===== src/hw/rtl/ctn_pkg.sv =====
// Shared types, constants and codes for the CAN torque node frame handler.
// No dependencies; every other file of the block imports this package.
package ctn_pkg;

    // Request codes carried in req_type.
    localparam logic [1:0] REQ_FRAME    = 2'd0;
    localparam logic [1:0] REQ_TICK     = 2'd1;
    localparam logic [1:0] REQ_FEEDBACK = 2'd2;

    // Configuration register indexes.
    localparam int unsigned CFG_ADDR_W = 8;
    localparam logic [CFG_ADDR_W-1:0] CFG_NODE_ID    = 8'd0;
    localparam logic [CFG_ADDR_W-1:0] CFG_TIMEOUT_MS = 8'd1;

    localparam logic [25:0] NODE_ID_RESET    = 26'd1;
    localparam logic [15:0] TIMEOUT_MS_RESET = 16'd100;

    // Identifiers.
    localparam logic [10:0] DISCOVER_STD_ID = 11'h700;
    localparam logic [28:0] FB_FRAME_ID     = 29'h0400_0000;
    localparam logic [28:0] REPLY_FRAME_ID  = 29'h0800_0000;

    localparam logic [3:0]  CMD_DLC      = 4'd4;
    localparam logic [3:0]  FEEDBACK_DLC = 4'd8;
    localparam logic [16:0] AGE_MAX      = 17'h1_FFFF;

    typedef struct packed {
        logic [1:0]         req_type;
        logic               rx_extended;
        logic               rx_remote;
        logic [28:0]        rx_id;
        logic [3:0]         rx_dlc;
        logic [63:0]        rx_data;
        logic [15:0]        fb_timestamp;
        logic signed [31:0] fb_count;
    } t_item;

    typedef struct packed {
        logic signed [31:0] target_mnm;
        logic               tx_valid;
        logic               tx_extended;
        logic [28:0]        tx_id;
        logic [3:0]         tx_dlc;
        logic [63:0]        tx_data;
    } t_result;

    typedef struct packed {
        logic                  we;
        logic [CFG_ADDR_W-1:0] addr;
        logic [31:0]           data;
    } t_cfg_wr;

endpackage


===== src/hw/rtl/ctn_f2i.sv =====
// Converts a binary32 torque in newton metres to saturated int32 milli newton
// metres (product rounded to nearest even, then truncated). Uses ctn_pkg.
module ctn_f2i
    import ctn_pkg::*;
(
    input  logic [31:0]        i_bits,
    output logic signed [31:0] o_mnm
);

    always_comb begin
        logic               neg;
        logic [7:0]         ef;
        logic [23:0]        mant;
        logic [33:0]        p;
        logic [23:0]        q0;
        logic               guard;
        logic               sticky;
        logic [24:0]        qr;
        logic [23:0]        q;
        logic [4:0]         sh;
        logic signed [10:0] e;
        logic [10:0]        ne;
        logic [30:0]        mag;
        logic               sat;

        neg  = i_bits[31];
        ef   = i_bits[30:23];
        mant = {1'b1, i_bits[22:0]};
        p    = {10'b0, mant} * 34'd1000;

        // A normal mantissa times 1000 is 33 or 34 bits long, so rounding
        // to 24 bits drops either 9 or 10 bits.
        if (p[33]) begin
            q0     = p[33:10];
            guard  = p[9];
            sticky = |p[8:0];
            sh     = 5'd10;
        end else begin
            q0     = p[32:9];
            guard  = p[8];
            sticky = |p[7:0];
            sh     = 5'd9;
        end
        qr = {1'b0, q0} + {24'b0, guard & (sticky | q0[0])};
        if (qr[24]) begin
            q  = qr[24:1];
            sh = sh + 5'd1;
        end else begin
            q = qr[23:0];
        end

        e   = $signed({3'b0, ef}) + $signed({6'b0, sh}) - 11'sd150;
        ne  = 11'(-e);
        sat = 1'b0;
        mag = '0;
        if (e >= 11'sd8) begin
            // Any magnitude of 2^31 or more saturates.
            sat = 1'b1;
        end else if (e >= 11'sd0) begin
            mag = 31'(q) << e[2:0];
        end else if (e > -11'sd24) begin
            mag = 31'(q >> ne[4:0]);
        end

        if (ef == 8'hFF) begin
            if (i_bits[22:0] != 23'd0) begin
                o_mnm = '0;
            end else begin
                o_mnm = neg ? 32'sh8000_0000 : 32'sh7FFF_FFFF;
            end
        end else if (ef == 8'h00) begin
            // Zero and subnormals scale to well below one milli newton metre.
            o_mnm = '0;
        end else if (sat) begin
            o_mnm = neg ? 32'sh8000_0000 : 32'sh7FFF_FFFF;
        end else if (neg) begin
            o_mnm = $signed(32'd0 - {1'b0, mag});
        end else begin
            o_mnm = $signed({1'b0, mag});
        end
    end

endmodule


===== src/hw/rtl/ctn_core.sv =====
// Configuration registers, node state and the per-request step logic of the
// CAN torque node frame handler. Uses ctn_pkg and ctn_f2i.
module ctn_core
    import ctn_pkg::*;
(
    input  logic    i_clk,
    input  logic    i_rst_n,
    input  t_cfg_wr i_cfg_wr,
    input  logic    i_fire,
    input  t_item   i_item,
    output t_result o_result
);

    logic [25:0]        r_node_id;
    logic [15:0]        r_timeout_ms;
    logic signed [31:0] r_held_target, n_held_target;
    logic [16:0]        r_target_age, n_target_age;
    logic [15:0]        r_fb_seq, n_fb_seq;
    logic signed [31:0] cmd_mnm;

    ctn_f2i u_f2i (
        .i_bits (i_item.rx_data[31:0]),
        .o_mnm  (cmd_mnm)
    );

    always_comb begin
        logic is_discover;
        logic is_command;

        n_held_target = r_held_target;
        n_target_age  = r_target_age;
        n_fb_seq      = r_fb_seq;
        o_result      = '0;

        is_discover = !i_item.rx_extended && !i_item.rx_remote &&
                      (i_item.rx_id[10:0] == DISCOVER_STD_ID) && (i_item.rx_dlc == 4'd0);
        is_command  = i_item.rx_extended && !i_item.rx_remote &&
                      (i_item.rx_id == {3'b0, r_node_id}) && (i_item.rx_dlc == CMD_DLC);

        case (i_item.req_type)
            REQ_FRAME: begin
                if (is_discover) begin
                    o_result.tx_valid    = 1'b1;
                    o_result.tx_extended = 1'b1;
                    o_result.tx_id       = REPLY_FRAME_ID | {3'b0, r_node_id};
                end else if (is_command) begin
                    n_held_target = cmd_mnm;
                    n_target_age  = '0;
                end
            end
            REQ_TICK: begin
                if (r_target_age != AGE_MAX) begin
                    n_target_age = r_target_age + 17'd1;
                end
            end
            REQ_FEEDBACK: begin
                n_fb_seq             = r_fb_seq + 16'd1;
                o_result.tx_valid    = 1'b1;
                o_result.tx_extended = 1'b1;
                o_result.tx_id       = FB_FRAME_ID | {3'b0, r_node_id};
                o_result.tx_dlc      = FEEDBACK_DLC;
                o_result.tx_data     = {i_item.fb_count, i_item.fb_timestamp, n_fb_seq};
            end
            default: begin
            end
        endcase

        // A target older than the timeout reads as zero.
        o_result.target_mnm = (n_target_age > {1'b0, r_timeout_ms}) ? 32'sd0 : n_held_target;
    end

    always_ff @(posedge i_clk) begin
        if (!i_rst_n) begin
            r_node_id     <= NODE_ID_RESET;
            r_timeout_ms  <= TIMEOUT_MS_RESET;
            r_held_target <= '0;
            r_target_age  <= '0;
            r_fb_seq      <= '0;
        end else begin
            if (i_cfg_wr.we) begin
                case (i_cfg_wr.addr)
                    CFG_NODE_ID:    r_node_id    <= i_cfg_wr.data[25:0];
                    CFG_TIMEOUT_MS: r_timeout_ms <= i_cfg_wr.data[15:0];
                    default: begin
                    end
                endcase
            end
            if (i_fire) begin
                r_held_target <= n_held_target;
                r_target_age  <= n_target_age;
                r_fb_seq      <= n_fb_seq;
            end
        end
    end

endmodule


===== config.mk =====
export PLATFORM = sky130hd
export DESIGN_NAME = ctn_core
export DESIGN_NICKNAME = d
export VERILOG_FILES = /design/src/hw/rtl/ctn_pkg.sv /design/src/hw/rtl/ctn_f2i.sv /design/src/hw/rtl/ctn_core.sv
export SDC_FILE = /design/constraint.sdc
export NUM_CORES = 1
export LEC_CHECK = 0
export ABC_AREA = 1
export BUFFER_PORTS_ARGS = -buffer_cell sky130_fd_sc_hd__buf_2
export CAP_MARGIN = 10
export CORE_UTILIZATION = 40
export DETAILED_ROUTE_END_ITERATION = 10
export GPL_TIMING_DRIVEN = 0
export SLEW_MARGIN = 20
export SYNTH_ARGS = -nofsm -noshare
export SYNTH_HDL_FRONTEND = slang
export SYNTH_SLANG_ARGS = --single-unit

===== constraint.sdc =====
create_clock -name i_clk -period 45.9 [get_ports i_clk]
set_input_delay 9.18 -clock i_clk [delete_from_list [all_inputs] [get_ports i_clk]]
set_output_delay 9.18 -clock i_clk [all_outputs]
set_load 0.05 [all_outputs]

==> metrics.log <==
[metrics] Worst Tran Pin Value: 935 ps
[metrics] maximum number of pins on one net before global-route repair: 20
[metrics] crit path max fanout: 10
[metrics] final HPWL from detailed placement: 56200 um
[metrics] final instance area: 19900 um^2
[metrics] hold path startpoint: r_timeout_ms[14]
[metrics] required time of the critical path: 36720 ps
[metrics] total routing usage reported by global routing: 0.290
[metrics] Area growth syn-to-layout: 13.9%
[metrics] clock buffer count from CTS: 9
[metrics] Yosys warnings: 0
[metrics] critical path launch point type: primary input
[metrics] dominant synthesized flop cell: dfxtp_1
[metrics] Worst Setup End Kind: output pin
[metrics] number of failing hold endpoints at the final stage: 0
[metrics] CTS resizes: 0
[metrics] number of slew-limit violations in the final report: 0
[metrics] multi-input gate area in the final layout: 12900 um^2
[metrics] gate family responsible for the most delay along the worst path: simple AND/OR/NAND/NOR gates
[metrics] number of antenna violations at the first check in global routing: 3
[metrics] nets@finish: between 3k and 4k
[metrics] logic gate share of total power: 0.894
[metrics] H-Tree Depth: 3
[metrics] final core occ: 0.462
[metrics] synthesized netlist cell count: between 2k and 3k
[metrics] number of detailed-route iterations in the first pass: 6
[metrics] maximum vdd ir drop: 0.0000526 V
[metrics] final wirelength: 65600 um
[metrics] Register-to-Register Setup Slack: approximately 42000 ps
[metrics] FF+latch count, synth: 107
[metrics] synthesized area per cell: around 6 um^2
[metrics] achievable clock frequency: 33.4 MHz
[metrics] fraction of final layout cells sized beyond drive strength 1: 0.140
[metrics] latest clock arrival within the worst-skew pair: 370 ps
[metrics] die height: 211 um
[metrics] delay of the slowest critical-path stage: 570 ps
[metrics] CTS Hold Buffers Added: 0
[metrics] total DRC errors in the routed layout: 0
[metrics] top post-synthesis cells by area: nand2_1 (17%), dfxtp_1 (12%), inv_1 (10%)
[metrics] result of the run: complete, no violations
[metrics] relative max-transition margin: 0.374
[metrics] GR Overflow Total: 0
[metrics] setup bufs post-CTS: 0
[metrics] DIE AREA: 44400 um^2
[metrics] TritonCTS clock tree: yes
[metrics] number of distinct library cell variants in the gate-level netlist after synthesis: 53
[metrics] Chip Width: 211 um
[metrics] most frequent cells after synthesis: nand2_1 (776), inv_1 (482), nand3_1 (344)
[metrics] I/O pin count: 324
[metrics] share of Yosys cell area claimed by the top area cell type: 0.167
[metrics] GPL Wtd Cong: 0.978
[metrics] Worst Skew: 11.9 ps
[metrics] startpoint of the worst register-to-register path: r_node_id[21]
[metrics] Storage cell area: 2140 um^2
[metrics] setup repair after global routing missed its margin: false
[metrics] worst-path cell with the longest stage delay: clkbuf_1
[metrics] number of antenna repair diodes: 0
[metrics] Final setup violation count: 0
[metrics] Synth area leader: nand2_1
[metrics] wire length of the first global-routing pass: just over 100000 um
[metrics] core area: 43000 um^2
[metrics] effective utilization at floorplan: 0.405
[metrics] endpoint of the worst hold path: r_timeout_ms[14]
[metrics] Internal: approximately 0.00057 W
[metrics] most common cell type on the critical path: nand2_1
[metrics] buffer cell driving the clock tree root: clkbuf_16
[metrics] Longest Clk Path Bufs: 2
[metrics] max-cap violation count: 0
[metrics] HP Class: reg -> reg
[metrics] part of the cycle the worst path needs: 0.652
[metrics] number of synthesized flops with an enable pin: 0
[metrics] count of fill cells added during filler insertion: between 4k and 5k
[metrics] clock share of power: 0.047
[metrics] most common cell in the synthesized netlist: nand2_1
[metrics] critical path data arrival time: 20730 ps
[metrics] sum of negative setup slack: 0 ps
[metrics] count of vias placed by the detailed router: 20.2k
[metrics] clock-pin transition on the worst setup and hold timing paths: 80 ps
[metrics] sequential element share of the synthesized area: 0.123
[metrics] number of clock sinks: 107
[metrics] Cell Pwr Density: 83.8 nW/um^2
[metrics] kind of critical path: in -> out
[metrics] power dissipated by switching net loads: 0.00110 W
[metrics] post-route antenna net violation count: 0
[metrics] leakage dissipation: between 10 and 15 nW
[metrics] average routed wire per standard cell: 17.0 um
[metrics] ys async rst share: 0
[metrics] reg2reg end: r_held_target[13]
[metrics] Worst Hold Depth: 2
[metrics] number of global-route vias before repair: 18.9k
[metrics] share of total power in sequential cells: 0.059
[metrics] detailed-route vias per instance: 5.21
[metrics] Placed Area: 19600 um^2
[metrics] cell row count: 76
[metrics] quantity of I/O buffers inserted on ports: 280
[metrics] fraction of power spent switching nets: 0.660
[metrics] Syn Std Cell Area: 17400 um^2
[metrics] worst r2r path cells: 13
[metrics] Worst Path Buf+Inv: 14
[metrics] initial DRC count: 1590
[metrics] final critical-path required period: 29910 ps
-- per-stage QoR --
stage               std cells  total power (W)  hold slack (ps)  setup slack, ps
finish                   3868          0.00166              466            15990
global route             3868          0.00183              495            15250
CTS                      3868          0.00164              467            16040
detailed placement       3852          0.00155              456            16060
global placement         3852          0.00155              455            16040
floorplan                2987          0.00116              435            18180
-- worst min-delay path, cell delays in order (launching register included) --
cell and delay (ps):
dfxtp_1 300, inv_1 60, a21oi_1 60
-- placed cells by master (no fill, tap or decap), types with 11 or more instances in the layout --
master    Yosys  final
nand2_1     776    776
inv_1       482    482
nand3_1     344    344
nor2_1      309    309
buf_2        18    298
a21oi_1     153    153
o21ai_0     127    127
ha_1        113    113
dfxtp_1     107    107
fa_1         84     84
clkbuf_1     61     62
nand4_1      51     51
o21ai_1      39     39
xor2_1       38     38
nor3_1       37     37
nand2_2      31     31
o211ai_1     16     16
inv_2        16     16
nand3_2      16     16
nor4_1       15     15
nor2_2       14     14
or2_2        13     13
nor2_4       13     13
xnor2_1      11     11
buf_1        11     11
-- registers in the layout, indices dropped and copies added (netlist names) --
register       count
r_timeout_ms      16
r_node_id         26
r_target_age      17
r_held_target     32
r_fb_seq          16
-- layer usage --
metal	GRT usage	vias to the layer above	wire [um]
met5	0	-	0
met4	0.0797	0	1830
met3	0.0360	101	3500
met2	0.488	606	30600
met1	0.389	9379	29600
li1	-	10100	-
-- how the worst max path moves through the flow --
stage / endpoint / from / depth (start not counted) / slack (ps)
2_1_floorplan: o_result[128] / i_item[64] / 56 / 18180
3_3_place_gp: o_result[123] / i_item[56] / 58 / 16040
3_5_place_dp: o_result[122] / i_item[56] / 58 / 16060
4_1_cts: o_result[122] / i_item[56] / 58 / 16040
5_1_grt: o_result[129] / i_item[56] / 58 / 15250
6_report: o_result[123] / i_item[55] / 58 / 15990
-- final cells by class --
class / instances / area share
Buffer: 106 / 0.0261
Clock buffer: 10 / 0.0115
Clock inverter: 6 / 0.00284
Inverter: 507 / 0.0959
Multi-Input combinational cell: 2267 / 0.648
Sequential cell: 107 / 0.108
Tap cell: 585 / 0.0369
Timing Repair Buffer: 280 / 0.0706
-- cell families after synthesis --
group	synth area share
AOI/OAI and AO/OA	0.119
xor gates and xnor gates	0.0246
adders and majority gates	0.178
buffers and inverters	0.139
DFF	0.123
other	0.000215
and+or+nand+nor	0.416
-- power groups by stage --
| stage | Sequential [W] | Clock [W] | Combinational (W) |
|---|---|---|---|
| 3_3_place_gp | 0.0000998 | 0 | 0.00145 |
| 4_1_cts | 0.0000978 | 0.0000805 | 0.00146 |
| 5_1_grt | 0.0000983 | 0.0000844 | 0.00165 |
| 2_1_floorplan | 0.0000995 | 0 | 0.00106 |
| 6_report | 0.0000979 | 0.0000790 | 0.00149 |
| 3_5_place_dp | 0.000100 | 0 | 0.00145 |
(Power assumes the default switching activity.)
